===== config.mk =====
export PLATFORM = sky130hd
export DESIGN_NAME = gradient_shadow_pixel_darkener_flat
export DESIGN_NICKNAME = d
export VERILOG_FILES = /design/src/rtl/gspd_pkg.sv /design/src/rtl/gspd_if.sv /design/src/rtl/gradient_shadow_pixel_darkener.sv /design/src/rtl/gspd_ctrl.sv /design/src/rtl/gspd_dp.sv /design/src/flat_wrapper.sv
export SDC_FILE = /design/constraint.sdc
export NUM_CORES = 1
export LEC_CHECK = 0
export BUFFER_PORTS_ARGS = -buffer_cell sky130_fd_sc_hd__buf_4
export CELL_PAD_IN_SITES_DETAIL_PLACEMENT = 0
export CELL_PAD_IN_SITES_GLOBAL_PLACEMENT = 1
export CORE_MARGIN = 2
export CORE_UTILIZATION = 50
export CTS_BUF_LIST = sky130_fd_sc_hd__clkbuf_4
export DETAILED_ROUTE_END_ITERATION = 8
export MAX_ROUTING_LAYER = met4
export PLACE_DENSITY_LB_ADDON = 0.1
export SYNTH_ARGS = -nofsm -noshare
export SYNTH_HDL_FRONTEND = slang
export SYNTH_HIERARCHICAL = 1
export SYNTH_SLANG_ARGS = --single-unit

===== constraint.sdc =====
create_clock -name clk_i -period 18.42 [get_ports clk_i]
set_input_delay 0.921 -clock clk_i [delete_from_list [all_inputs] [get_ports clk_i]]
set_output_delay 0.921 -clock clk_i [all_outputs]
set_load 0.03 [all_outputs]

===== src/rtl/gspd_pkg.sv =====
`timescale 1ns / 1ps
package gspd_pkg;

  localparam int GSPD_MAX_SIDE = 1024;
  localparam int REG_W         = 11;
  localparam int SIDES_W       = 4;
  localparam int ADDR_W        = 4;

  localparam logic [ADDR_W-1:0] ADDR_WIDTH  = 4'h0;
  localparam logic [ADDR_W-1:0] ADDR_HEIGHT = 4'h4;
  localparam logic [ADDR_W-1:0] ADDR_SIDES  = 4'h8;

  localparam int SIDE_TOP    = 0;
  localparam int SIDE_BOTTOM = 1;
  localparam int SIDE_LEFT   = 2;
  localparam int SIDE_RIGHT  = 3;

  localparam logic [7:0] SHADOW_GAIN = 8'd150;
  localparam int DIV_STEPS = 8;

  typedef struct packed {
    logic load;
    logic div_step;
    logic fac;
    logic att;
    logic mul;
  } gspd_cmd_t;

  localparam logic [7:0] FALLOFF [256] = '{
    8'd255, 8'd255, 8'd255, 8'd255, 8'd255, 8'd255, 8'd255, 8'd255,
    8'd255, 8'd255, 8'd254, 8'd254, 8'd254, 8'd253, 8'd253, 8'd253,
    8'd252, 8'd252, 8'd251, 8'd250, 8'd250, 8'd249, 8'd249, 8'd248,
    8'd247, 8'd246, 8'd246, 8'd245, 8'd244, 8'd243, 8'd242, 8'd241,
    8'd240, 8'd240, 8'd239, 8'd238, 8'd237, 8'd235, 8'd234, 8'd233,
    8'd232, 8'd231, 8'd230, 8'd229, 8'd227, 8'd226, 8'd225, 8'd224,
    8'd222, 8'd221, 8'd220, 8'd218, 8'd217, 8'd216, 8'd214, 8'd213,
    8'd211, 8'd210, 8'd208, 8'd207, 8'd206, 8'd204, 8'd202, 8'd201,
    8'd199, 8'd198, 8'd196, 8'd195, 8'd193, 8'd191, 8'd190, 8'd188,
    8'd187, 8'd185, 8'd183, 8'd182, 8'd180, 8'd178, 8'd177, 8'd175,
    8'd173, 8'd172, 8'd170, 8'd168, 8'd166, 8'd165, 8'd163, 8'd161,
    8'd160, 8'd158, 8'd156, 8'd154, 8'd153, 8'd151, 8'd149, 8'd148,
    8'd146, 8'd144, 8'd142, 8'd141, 8'd139, 8'd137, 8'd136, 8'd134,
    8'd132, 8'd131, 8'd129, 8'd127, 8'd126, 8'd124, 8'd122, 8'd121,
    8'd119, 8'd117, 8'd116, 8'd114, 8'd113, 8'd111, 8'd109, 8'd108,
    8'd106, 8'd105, 8'd103, 8'd102, 8'd100, 8'd99,  8'd97,  8'd96,
    8'd94,  8'd93,  8'd91,  8'd90,  8'd88,  8'd87,  8'd86,  8'd84,
    8'd83,  8'd81,  8'd80,  8'd79,  8'd77,  8'd76,  8'd75,  8'd73,
    8'd72,  8'd71,  8'd70,  8'd68,  8'd67,  8'd66,  8'd65,  8'd64,
    8'd62,  8'd61,  8'd60,  8'd59,  8'd58,  8'd57,  8'd56,  8'd55,
    8'd54,  8'd53,  8'd52,  8'd51,  8'd50,  8'd49,  8'd48,  8'd47,
    8'd46,  8'd45,  8'd44,  8'd43,  8'd42,  8'd41,  8'd40,  8'd39,
    8'd39,  8'd38,  8'd37,  8'd36,  8'd35,  8'd35,  8'd34,  8'd33,
    8'd32,  8'd32,  8'd31,  8'd30,  8'd30,  8'd29,  8'd28,  8'd28,
    8'd27,  8'd26,  8'd26,  8'd25,  8'd25,  8'd24,  8'd23,  8'd23,
    8'd22,  8'd22,  8'd21,  8'd21,  8'd20,  8'd20,  8'd19,  8'd19,
    8'd18,  8'd18,  8'd17,  8'd17,  8'd16,  8'd16,  8'd16,  8'd15,
    8'd15,  8'd14,  8'd14,  8'd14,  8'd13,  8'd13,  8'd13,  8'd12,
    8'd12,  8'd12,  8'd11,  8'd11,  8'd11,  8'd10,  8'd10,  8'd10,
    8'd10,  8'd9,   8'd9,   8'd9,   8'd9,   8'd8,   8'd8,   8'd8,
    8'd8,   8'd7,   8'd7,   8'd7,   8'd7,   8'd7,   8'd6,   8'd6,
    8'd6,   8'd6,   8'd6,   8'd5,   8'd5,   8'd5,   8'd5,   8'd5
  };

endpackage


===== src/rtl/gspd_if.sv =====
`timescale 1ns / 1ps
interface gspd_pix_in_if;
  logic       valid;
  logic       ready;
  logic [7:0] red_in;
  logic [7:0] green_in;
  logic [7:0] blue_in;
  modport source (output valid, red_in, green_in, blue_in, input ready);
  modport sink (input valid, red_in, green_in, blue_in, output ready);
endinterface

interface gspd_pix_out_if;
  logic       valid;
  logic       ready;
  logic [7:0] red_out;
  logic [7:0] green_out;
  logic [7:0] blue_out;
  logic       last_pixel;
  modport source (output valid, red_out, green_out, blue_out, last_pixel, input ready);
  modport sink (input valid, red_out, green_out, blue_out, last_pixel, output ready);
endinterface


===== src/rtl/gradient_shadow_pixel_darkener.sv =====
`timescale 1ns / 1ps
// Gradient shadow pixel darkener.
// Pixels of a rectangle enter on pix_in in raster order (left to right,
// then top to bottom); one darkened pixel leaves on pix_out per input
// transaction, with last_pixel high on the rectangle's final pixel.
// Both channels use valid/ready; a transaction completes when both are high.
// Configuration (width, height, side flags) is written over the APB port
// at byte addresses 0, 4 and 8; the user must write it only while the
// block is idle, which the block itself does not enforce. After the input
// transaction, the bit-serial position divider takes eight steps (one
// quotient bit per clock, both axes together), then falloff lookup and
// fx*fy product, attenuation, channel multiply; then output valid rises.
// The result is taken on an edge with ready high. One pixel is in flight
// at a time, so ready on pix_in stays low until the result has been taken.
// A stalled receiver holds the result stable in the output registers and
// keeps pix_in blocked.
// Reset clears the controller and the column/row counters; configuration
// returns to width 1, height 1, no sides.
module gradient_shadow_pixel_darkener
  import gspd_pkg::*;
#(
  parameter int MAX_SIDE = GSPD_MAX_SIDE
) (
  input  logic                clk_i,
  input  logic                rst_ni,
  input  logic                psel,
  input  logic                penable,
  input  logic                pwrite,
  input  logic [ADDR_W-1:0]   paddr,
  input  logic [31:0]         pwdata,
  output logic [31:0]         prdata,
  output logic                pready,
  gspd_pix_in_if.sink         pix_in,
  gspd_pix_out_if.source      pix_out
);

  logic [REG_W-1:0]   width_q, height_q;
  logic [SIDES_W-1:0] sides_q;
  logic               wr_en;

  assign pready = 1'b1;
  assign wr_en  = psel & penable & pwrite;

  always_ff @(posedge clk_i or negedge rst_ni) begin
    if (!rst_ni) begin
      width_q  <= REG_W'(1);
      height_q <= REG_W'(1);
      sides_q  <= '0;
    end else if (wr_en) begin
      unique case (paddr)
        ADDR_WIDTH:  width_q  <= pwdata[REG_W-1:0];
        ADDR_HEIGHT: height_q <= pwdata[REG_W-1:0];
        ADDR_SIDES:  sides_q  <= pwdata[SIDES_W-1:0];
        default: ;
      endcase
    end
  end

  always_comb begin
    unique case (paddr)
      ADDR_WIDTH:  prdata = 32'(width_q);
      ADDR_HEIGHT: prdata = 32'(height_q);
      ADDR_SIDES:  prdata = 32'(sides_q);
      default:     prdata = '0;
    endcase
  end

  gspd_cmd_t cmd;

  gspd_ctrl u_ctrl (
    .clk_i       (clk_i),
    .rst_ni      (rst_ni),
    .in_valid_i  (pix_in.valid),
    .in_ready_o  (pix_in.ready),
    .out_valid_o (pix_out.valid),
    .out_ready_i (pix_out.ready),
    .cmd_o       (cmd)
  );

  gspd_dp #(
    .MAX_SIDE (MAX_SIDE)
  ) u_dp (
    .clk_i          (clk_i),
    .rst_ni         (rst_ni),
    .cmd_i          (cmd),
    .rect_width_i   (width_q),
    .rect_height_i  (height_q),
    .shadow_sides_i (sides_q),
    .red_i          (pix_in.red_in),
    .green_i        (pix_in.green_in),
    .blue_i         (pix_in.blue_in),
    .red_o          (pix_out.red_out),
    .green_o        (pix_out.green_out),
    .blue_o         (pix_out.blue_out),
    .last_o         (pix_out.last_pixel)
  );

endmodule


===== src/rtl/gspd_ctrl.sv =====
`timescale 1ns / 1ps
module gspd_ctrl
  import gspd_pkg::*;
(
  input  logic      clk_i,
  input  logic      rst_ni,
  input  logic      in_valid_i,
  output logic      in_ready_o,
  output logic      out_valid_o,
  input  logic      out_ready_i,
  output gspd_cmd_t cmd_o
);

  typedef enum logic [5:0] {
    S_IDLE = 6'b000001,
    S_DIV  = 6'b000010,
    S_FAC  = 6'b000100,
    S_ATT  = 6'b001000,
    S_MUL  = 6'b010000,
    S_OUT  = 6'b100000
  } state_e;

  localparam int StepW = $clog2(DIV_STEPS);

  state_e           state_q, state_d;
  logic [StepW-1:0] step_q, step_d;

  always_comb begin
    state_d = state_q;
    step_d  = step_q;
    cmd_o   = '0;
    unique case (state_q)
      S_IDLE: begin
        if (in_valid_i) begin
          cmd_o.load = 1'b1;
          step_d     = '0;
          state_d    = S_DIV;
        end
      end
      S_DIV: begin
        cmd_o.div_step = 1'b1;
        step_d         = step_q + 1'b1;
        if (step_q == StepW'(DIV_STEPS - 1)) state_d = S_FAC;
      end
      S_FAC: begin
        cmd_o.fac = 1'b1;
        state_d   = S_ATT;
      end
      S_ATT: begin
        cmd_o.att = 1'b1;
        state_d   = S_MUL;
      end
      S_MUL: begin
        cmd_o.mul = 1'b1;
        state_d   = S_OUT;
      end
      S_OUT: begin
        if (out_ready_i) state_d = S_IDLE;
      end
      default: state_d = S_IDLE;
    endcase
  end

  assign in_ready_o  = (state_q == S_IDLE);
  assign out_valid_o = (state_q == S_OUT);

  always_ff @(posedge clk_i or negedge rst_ni) begin
    if (!rst_ni) begin
      state_q <= S_IDLE;
      step_q  <= '0;
    end else begin
      state_q <= state_d;
      step_q  <= step_d;
    end
  end

endmodule


===== src/rtl/gspd_dp.sv =====
`timescale 1ns / 1ps
module gspd_dp
  import gspd_pkg::*;
#(
  parameter int MAX_SIDE = GSPD_MAX_SIDE
) (
  input  logic               clk_i,
  input  logic               rst_ni,
  input  gspd_cmd_t          cmd_i,
  input  logic [REG_W-1:0]   rect_width_i,
  input  logic [REG_W-1:0]   rect_height_i,
  input  logic [SIDES_W-1:0] shadow_sides_i,
  input  logic [7:0]         red_i,
  input  logic [7:0]         green_i,
  input  logic [7:0]         blue_i,
  output logic [7:0]         red_o,
  output logic [7:0]         green_o,
  output logic [7:0]         blue_o,
  output logic               last_o
);

  localparam int CW   = $clog2(MAX_SIDE);
  localparam int SW   = $clog2(MAX_SIDE + 1);
  localparam int CMPW = (SW > REG_W) ? SW : REG_W;
  localparam int NW   = CW + 8;

  logic [CW-1:0] col_q, row_q;
  logic [CW-1:0] wm1, hm1, cx, cy;
  logic          col_end, row_end;

  // clamp size to 1..MAX_SIDE, return size-1
  function automatic logic [CW-1:0] size_m1(input logic [REG_W-1:0] s);
    logic [CMPW-1:0] se, c;
    se = CMPW'(s);
    if (se == '0) c = CMPW'(1);
    else if (se > CMPW'(MAX_SIDE)) c = CMPW'(MAX_SIDE);
    else c = se;
    return CW'(c - CMPW'(1));
  endfunction

  assign wm1     = size_m1(rect_width_i);
  assign hm1     = size_m1(rect_height_i);
  assign col_end = (col_q >= wm1);
  assign row_end = (row_q >= hm1);
  assign cx      = col_end ? wm1 : col_q;
  assign cy      = row_end ? hm1 : row_q;

  always_ff @(posedge clk_i or negedge rst_ni) begin
    if (!rst_ni) begin
      col_q <= '0;
      row_q <= '0;
    end else if (cmd_i.load) begin
      if (col_end) begin
        col_q <= '0;
        row_q <= row_end ? '0 : row_q + 1'b1;
      end else begin
        col_q <= col_q + 1'b1;
      end
    end
  end

  // restoring dividers, one quotient bit per step, both axes side by side
  logic [NW-1:0] rem_x_q, rem_y_q, dsh_x_q, dsh_y_q;
  logic [7:0]    kx_q, ky_q;
  logic [7:0]    r_q, g_q, b_q;
  logic          last_q;
  logic          gex, gey;

  assign gex = (rem_x_q >= dsh_x_q);
  assign gey = (rem_y_q >= dsh_y_q);

  always_ff @(posedge clk_i) begin
    if (cmd_i.load) begin
      rem_x_q <= {cx, 8'd0} - NW'(cx);
      rem_y_q <= {cy, 8'd0} - NW'(cy);
      dsh_x_q <= {1'b0, wm1, 7'd0};
      dsh_y_q <= {1'b0, hm1, 7'd0};
      r_q     <= red_i;
      g_q     <= green_i;
      b_q     <= blue_i;
      last_q  <= col_end & row_end;
    end else if (cmd_i.div_step) begin
      if (gex) rem_x_q <= rem_x_q - dsh_x_q;
      if (gey) rem_y_q <= rem_y_q - dsh_y_q;
      dsh_x_q <= dsh_x_q >> 1;
      dsh_y_q <= dsh_y_q >> 1;
      kx_q    <= {kx_q[6:0], gex};
      ky_q    <= {ky_q[6:0], gey};
    end
  end

  logic [7:0]  fx, fy;
  logic [15:0] prod_q;
  logic [23:0] scaled;
  logic [7:0]  att_q;

  always_comb begin
    if (shadow_sides_i[SIDE_TOP])         fy = FALLOFF[~ky_q];
    else if (shadow_sides_i[SIDE_BOTTOM]) fy = FALLOFF[ky_q];
    else                                  fy = 8'd255;
    if (shadow_sides_i[SIDE_LEFT])        fx = FALLOFF[~kx_q];
    else if (shadow_sides_i[SIDE_RIGHT])  fx = FALLOFF[kx_q];
    else                                  fx = 8'd255;
  end

  assign scaled = prod_q * SHADOW_GAIN;

  logic [15:0] rm, gm, bm;
  assign rm = r_q * att_q;
  assign gm = g_q * att_q;
  assign bm = b_q * att_q;

  always_ff @(posedge clk_i) begin
    if (cmd_i.fac) prod_q <= fx * fy;
    if (cmd_i.att) att_q  <= 8'd255 - scaled[23:16];
    if (cmd_i.mul) begin
      red_o   <= rm[15:8];
      green_o <= gm[15:8];
      blue_o  <= bm[15:8];
      last_o  <= last_q;
    end
  end

endmodule


===== src/flat_wrapper.sv =====
// flat-port wrapper written by rule: the top's interface ports become plain ports
module gradient_shadow_pixel_darkener_flat import gspd_pkg::*;
#(
  parameter int MAX_SIDE = GSPD_MAX_SIDE
)
  (clk_i, rst_ni, psel, penable, pwrite, paddr, pwdata, prdata, pready, pix_in_valid, pix_in_red_in, pix_in_green_in, pix_in_blue_in, pix_in_ready, pix_out_valid, pix_out_red_out, pix_out_green_out, pix_out_blue_out, pix_out_last_pixel, pix_out_ready);
  gspd_pix_in_if pix_in_i ();
  gspd_pix_out_if pix_out_i ();
  input  logic clk_i;
  input  logic rst_ni;
  input  logic psel;
  input  logic penable;
  input  logic pwrite;
  input  logic [ADDR_W-1:0] paddr;
  input  logic [31:0] pwdata;
  output logic [31:0] prdata;
  output logic pready;
  input wire logic [$bits(pix_in_i.valid)-1:0] pix_in_valid;
  input wire logic [$bits(pix_in_i.red_in)-1:0] pix_in_red_in;
  input wire logic [$bits(pix_in_i.green_in)-1:0] pix_in_green_in;
  input wire logic [$bits(pix_in_i.blue_in)-1:0] pix_in_blue_in;
  output wire logic [$bits(pix_in_i.ready)-1:0] pix_in_ready;
  output wire logic [$bits(pix_out_i.valid)-1:0] pix_out_valid;
  output wire logic [$bits(pix_out_i.red_out)-1:0] pix_out_red_out;
  output wire logic [$bits(pix_out_i.green_out)-1:0] pix_out_green_out;
  output wire logic [$bits(pix_out_i.blue_out)-1:0] pix_out_blue_out;
  output wire logic [$bits(pix_out_i.last_pixel)-1:0] pix_out_last_pixel;
  input wire logic [$bits(pix_out_i.ready)-1:0] pix_out_ready;
  assign pix_in_i.valid = pix_in_valid;
  assign pix_in_i.red_in = pix_in_red_in;
  assign pix_in_i.green_in = pix_in_green_in;
  assign pix_in_i.blue_in = pix_in_blue_in;
  assign pix_in_ready = pix_in_i.ready;
  assign pix_out_valid = pix_out_i.valid;
  assign pix_out_red_out = pix_out_i.red_out;
  assign pix_out_green_out = pix_out_i.green_out;
  assign pix_out_blue_out = pix_out_i.blue_out;
  assign pix_out_last_pixel = pix_out_i.last_pixel;
  assign pix_out_i.ready = pix_out_ready;
  gradient_shadow_pixel_darkener #(.MAX_SIDE(MAX_SIDE)) u_core (.clk_i(clk_i), .rst_ni(rst_ni), .psel(psel), .penable(penable), .pwrite(pwrite), .paddr(paddr), .pwdata(pwdata), .prdata(prdata), .pready(pready), .pix_in(pix_in_i), .pix_out(pix_out_i));
endmodule

# Word-level counts from Yosys, hierarchy flattened
# Memories as Yosys holds them, arrays and structs flattened.
# Cells that the tools add are included.
# word_totals
ff_bits	215
latch_bits	0
mem_bits_rw	0
romBits	8192
inputBits	67
out_inout_bits	60
word_cells	135
mem_count	4
# classes
add_sub_neg	10
multipliers	5
div	0
n_lt_le_gt_ge	10
n_eq_ne	12
n_shift	0
n_mux	43
n_bitwise	10
n_reduce_logical	16
# mem_list
name	words	width	read_ports	rd_ports_with_merged_regs	wr	line_no	text
(name not given)	256	8	1	0	0	gspd_dp.sv:102	else if (shadow_sides_i[SIDE_RIGHT]) fx = FALLOFF[kx_q];
(name not given)	256	8	1	0	0	gspd_dp.sv:101	if (shadow_sides_i[SIDE_LEFT]) fx = FALLOFF[~kx_q];
(name not given)	256	8	1	0	0	gspd_dp.sv:99	else if (shadow_sides_i[SIDE_BOTTOM]) fy = FALLOFF[ky_q];
(name not given)	256	8	1	0	0	gspd_dp.sv:98	if (shadow_sides_i[SIDE_TOP]) fy = FALLOFF[~ky_q];
# ops
operator	count
$mux W18	6
$mux W8	12
$mux W10	8
$mux W17	4
$mul A8 B8 Y16	4
$ge A18 B17 Y1	2
$ge A9 B9 Y1 const B	4
$not A8 Y9	4
$pmux W6 S6	1
$sub A18 B10 Y18	2
$sub A18 B17 Y18	2
$pmux W11 S3	1
$mul A16 B7 Y23 const B	1
$gt A11 B11 Y1 const B	2
$logic_not A11 Y1	2
$add A10 B1 Y10 const B	2
$ge A10 B10 Y1	2
$sub A10 B1 Y10 const B	2
$mux W6	3
$not A8 Y8	2
$reduce_and A2 Y1	8
$reduce_bool A2 Y1	4
$sub A8 B8 Y8 const A	1
$eq A6 B1 Y1 const B	1
other kinds (18)	26

# Depth between registers and ports, before layout
# depth
word_depth	8
depth_mapped	32
depth_no_buf	31

# Hierarchy
# Netlist, hierarchy kept.
# by_module_without_submodules
module	instances	cells_each	area_per_inst_um2	seq_area_each_um2
gspd_dp	1	3068	25258.0	5165.0
gradient_shadow_pixel_darkener	1	101	1342.5	653.1
gspd_ctrl	1	60	535.5	226.5

# Worst setup path after synthesis
# No wires, ideal clock.
# synth_path
kind	reg-to-reg
start	reg u_core.u_dp.ky_q[1]
end	reg u_core.u_dp.prod_q[13] (data pin)
setup_ps	258
t_arrival_ps	6517
required_time_ps	18162
setup_slack_ps	11646
path_stages_with_launch	30
path_buffers	3
synth_period_minus_slack_ps	6774
cell_sequence	edfxtp_1 -> clkbuf_1 -> inv_1 -> ha_1 -> clkbuf_1 -> nand2_1 -> clkbuf_1 -> nor2_1 -> a211oi_1 -> a2111oi_0 -> a31oi_1 -> o41ai_1 -> nor2_1 -> fa_1 -> inv_1 -> fa_1 -> inv_1 -> fa_1 -> inv_1 -> fa_1 -> inv_1 -> ha_1 -> a21boi_0 -> o21ai_0 -> a21boi_0 -> o21ai_0 -> a21boi_0 -> o21ai_0 -> nor2b_1 -> xnor2_1
# synth_via
elab_chain_len	7
elab_cells_between_ends	12
cone_classes	mul: 1; mux: 6; bitwise: 3; memory: 2
# synth_lines
item	line_no	text
from (decl)	gspd_dp.sv:64	logic [7:0] kx_q, ky_q;
from (signal assigned)	gspd_dp.sv:88	ky_q <= {ky_q[6:0], gey};
$not A8 Y9 (implied by the code) / $not A8 Y8 (equally long branches)	gspd_dp.sv:99, gspd_dp.sv:98	
$mem_v2 Z256 W8 / $not A8 Y9 (equally long branches)	n/a	
$mux W8 (implied by the code) / $mem_v2 Z256 W8 (equally long branches)	n/a	
$mux W8, on equally long branches (2 in series)	gspd_dp.sv:99, gspd_dp.sv:98	
$mux W8 (*)	gspd_dp.sv:98	
$mul A8 B8 Y16 (*)	gspd_dp.sv:114	if (cmd_i.fac) prod_q <= fx * fy;
to (signal assigned)	gspd_dp.sv:114	
to (decl)	gspd_dp.sv:93	logic [15:0] prod_q;
# Mark *: on every way between the ends. The rest lies on a longest branch, timed or not. The select of a mux whose other input is x is not followed.
# A chain may end at the register's enable or synchronous reset.

# Worst setup path after layout
# layout_path
start	reg u_core.u_dp.kx_q[0]
end	reg u_core.u_dp.prod_q[13] (data pin)
# layout_via
elab_chain_len	7
elab_cells_between_ends	12
cone_classes	mul: 1; mux: 6; bitwise: 3; memory: 2
# layout_lines
item	line_no	text
from (decl)	gspd_dp.sv:64	
from (signal assigned)	gspd_dp.sv:87	kx_q <= {kx_q[6:0], gex};
$not A8 Y9 (implied by the code) / $not A8 Y8 (equally long branches)	gspd_dp.sv:102, gspd_dp.sv:101	
$mem_v2 Z256 W8 / $not A8 Y9 (equally long branches)	n/a	
$mux W8 (implied by the code) / $mem_v2 Z256 W8 (equally long branches)	n/a	
$mux W8, on equally long branches (2 in series)	gspd_dp.sv:102, gspd_dp.sv:101	
$mux W8 (*)	gspd_dp.sv:101	
$mul A8 B8 Y16 (*)	gspd_dp.sv:114	
# Marks and branches as above.

==> summary.md <==
| Metric | Value |
|---|---|
| Status | finished clean |
| Fin Hold WS | between 0.15 and 0.2 ns |
| Setup crit end kind | register |
| Synth unique cells | between 100 and 150 |
| H-tree depth | 2 |
| Flops & latches, synth | 215 |
| Area post-placement | around 28000 sq um |
| WL/cell | roughly 18 um |
| Worst-path fanout max | 16 |
| Pre-antenna DRT Iters | 5 |
| Fin crit share | 44.5% |
| Filler cell count | 5077 |
| Worst vdd ir | between 0.0002 and 0.0003 V |
| CTS Hold Bufs | 0 |
| Int Pwr | about 2800 uW |
| Setup TNS | 0 ns |
| Max cap viols | 0 |
| Fin. Hold Viols | 0 |
| First-pass GRT wire length | 121000 um |
| Seq pwr share | 17.7% |
| Setup bufs post-CTS | 0 |
| Async set-or-reset flop fraction in the synthesized netlist | 25.6% |
| Slew Limit Fails | 0 |
| DRT antenna net count | 0 |
| Worst setup SP type | register |
| Synth top cells by count | inv_1 (365), nand2_1 (299), ha_1 (279) |
| Top cell type by total area after synthesis | edfxtp_1 |
| Critical path type | register to register |
| Share of cells above drive strength 1 | a little under a tenth |
| Cell count of the worst reg-to-reg path | 27 |
| Clk buf depth | 3 |
| Placed Cells | slightly below 4k |
| Die X | 237 um |
| Detailed-route DRC error count | 0 |
| Grt ovf | 0 |
| Gate power share | between 70% and 80% |
| Switch Pwr | roughly 2700 uW |
| Worst-margin pin slew | 1.18 ns |
| Top-count cell post-synth | inv_1 |
| Max Clk Rate | around 120 MHz |
| Sequential element share of the synthesized area | about 22% |
| Number of global-route vias before repair | 23.3k |
| Cell area power density | roughly 190 nW/um^2 |
| Crit path DAT | a little under 9 ns |
| Antenna violations before repair | 2 |
| Starting DRT DRC Count | roughly 2k |
| Clk_lat worst skew | about 0.85 ns |
| WL final | approximately 73000 um |
| CTS tree | done |
| Initial Utilization | between 50 and 60% |
| Leak | between 0.01 and 0.015 uW |
| Crit path required time | between 15 and 20 ns |
| Final Skew | just under 0.08 ns |
| Area share of the largest cell type after synthesis | 16.2% |
| Root Buffer | clkbuf_4 |
| Post-CTS sizing | 0 |
| Die area | approximately 56000 sq um |
| Minimum clock period | between 8 and 9 ns |
| Unrepaired setup endpoints after global routing | false |
| Layout Utilization | between 50% and 60% |
| Total track usage | 27.0% |
| Clock network power share | under 10% |
| I/O Buffers | just over 80 |
| Syn Inst Count | approximately 3.2k |
| Top FF cell, synth | edfxtp_1 |
| Slew HR | 20.5% |
| Pin count of the biggest net entering global routing | 79 |
| Final Non-Filler Cells | ~4.0k |
| Top post-synthesis cells by area | edfxtp_1 (16%), ha_1 (13%), fa_1 (12%), inv_1 (5.0%), dfrtp_1 (4.8%) |
| Area Growth Syn to Fin | 6.46% |
| EDFF count, synth | about 150 |
| Setup violators final | 0 |
| GP Congestion | ~0.92 |
| Min-Delay Path Class | input pin to asynchronous set/reset pin |
| Core area | 53700 sq um |
| Num CTS Buffers | 61 |
| Vert. Die Dim | about 240 um |
| IO Count | 127 |
| CTS Sinks | 215 |
| Synth warn | 6 |
| Post-DP HPWL | around 53000 um |
| Vias | around 24k |
| Clock transition at path regs | about 0.070 ns |
| # nets final | approximately 3.7k |
| Design area | between 20000 and 30000 sq um |
| Sw frac | 48.7% |
| Cell Area, Synth | between 20000 and 30000 sq um |
| Via/cell ratio | 5.92 |
| Synth Area per Inst | approximately 8.4 sq um |
| Site Rows | 85 |
[state kept, by name, summed over array words and instances, names as in the netlist, 10 cells and up]
| signal | flops |
|---|---|
| u_core/height_q | 11 |
| u_core/u_dp/rem_y_q | 18 |
| u_core/u_dp/rem_x_q | 18 |
| u_core/u_dp/dsh_x_q | 17 |
| u_core/u_dp/dsh_y_q | 17 |
| u_core/u_dp/col_q | 10 |
| u_core/u_dp/row_q | 10 |
| u_core/width_q | 11 |
| u_core/u_dp/prod_q | 16 |
[through the flow]
stage,setup WS (ns),total power (uW)
4_1_cts,10.38,5530
3_5_place_dp,10.45,5030
5_1_grt,9.53,6150
6_report,10.22,5500
2_1_floorplan,11.65,4120
3_3_place_gp,10.50,4950
[worst max-delay path, cell delays in order, from the launching register on]
cell and delay [ns]:
edfxtp_1 0.74, inv_1 0.15, ha_1 0.45, nor2b_1 0.52, o21ai_0 0.38, a21oi_1 0.26, a31oi_1 0.06, nor3_1 0.16
a2111oi_0 0.14, a21o_1 0.26, o21ai_0 0.79, nor2_1 0.12, fa_1 0.41, inv_1 0.08, fa_1 0.44, fa_1 0.50
fa_1 0.49, inv_1 0.04, ha_1 0.32, o21ai_0 0.12, a21boi_0 0.26, o21ai_0 0.15, a21boi_0 0.25, o21ai_0 0.13
a21boi_0 0.25, o21ai_0 0.13, nor2b_1 0.15, xnor2_1 0.11
[cell usage in the layout, fill, tap and decap left out, types with 70 or more instances in the layout]
cell type	synthesis	final
a21oi_1	211	211
fa_1	165	165
edfxtp_1	146	146
clkbuf_4	0	94
nor2_1	270	269
buf_4	22	110
and2_1	118	118
o21ai_0	186	186
nor3_1	76	75
inv_1	365	365
xnor2_1	70	70
ha_1	279	279
nand2_1	299	299
[final timing paths]
path                                                from  slack [ns]                                    to
max                        u_core/u_dp/kx_q[0]$_DFFE_PP_       10.22      u_core/u_dp/prod_q[13]$_DFFE_PP_
max in group asynchronous                         rst_ni       17.66  u_core/u_ctrl/state_q[3]$_DFFE_PN0P_
max reg2reg                u_core/u_dp/kx_q[0]$_DFFE_PP_       10.22      u_core/u_dp/prod_q[13]$_DFFE_PP_
min in group clk_i                    pix_in_green_in[7]        0.24          u_core/u_dp/g_q[7]$_DFFE_PP_
min reg2reg                 u_core/u_dp/last_q$_DFFE_PP_        0.48          u_core/u_dp/last_o$_DFFE_PP_
min                                               rst_ni        0.15      u_core/u_dp/col_q[3]$_DFFE_PN0P_
[cells by family (layout without fill, tap and decap cells)]
| kind of cell | count (synthesis) | after routing | synth area share (%) |
|---|---|---|---|
| flip-flops | 215 | 215 | 22.3 |
| AO/OA/AOI/OAI | 785 | 785 | 18.8 |
| XOR/XNOR | 116 | 116 | 3.74 |
| adder cells (fa/ha/maj) | 444 | 444 | 25.0 |
| multiplexers | 84 | 84 | 3.67 |
| buffers and inverters | 563 | 593 | 8.23 |
| other | 2 | 23 | 0.0277 |
| AND/OR/NAND/NOR | 1020 | 1020 | 18.3 |
[per-layer routing]
layer	vias up	part of all wire, %	track usage, %
li1	11300	-	-
met4	0	2.0	7.33
met3	126	6.3	3.47
met1	11300	45	36.5
met2	798	46	42.8
met5	-	0	-
[power by group through the flow]
stage / combinational (uW) / sequential, uW / clock, uW
6_report: 4070 / 973 / 457
5_1_grt: 4660 / 988 / 500
4_1_cts: 4080 / 971 / 479
3_5_place_dp: 4050 / 979 / 0
3_3_place_gp: 3970 / 977 / 0
2_1_floorplan: 3190 / 929 / 0
[layout make-up]
cell class / instances / area, sq um / area share [%]
clock buffers: 94 / 706 / 2.44
flip-flops and latches: 215 / 6040 / 20.9
well taps: 696 / 871 / 3.01
repair buffers: 110 / 826 / 2.86
multi-input cells: 2471 / 19000 / 65.6
diodes: 1 / 2.50 / 0.00866
inverters: 369 / 1390 / 4.79
clock inverters: 20 / 100 / 0.347
(Power assumes the default switching activity.)
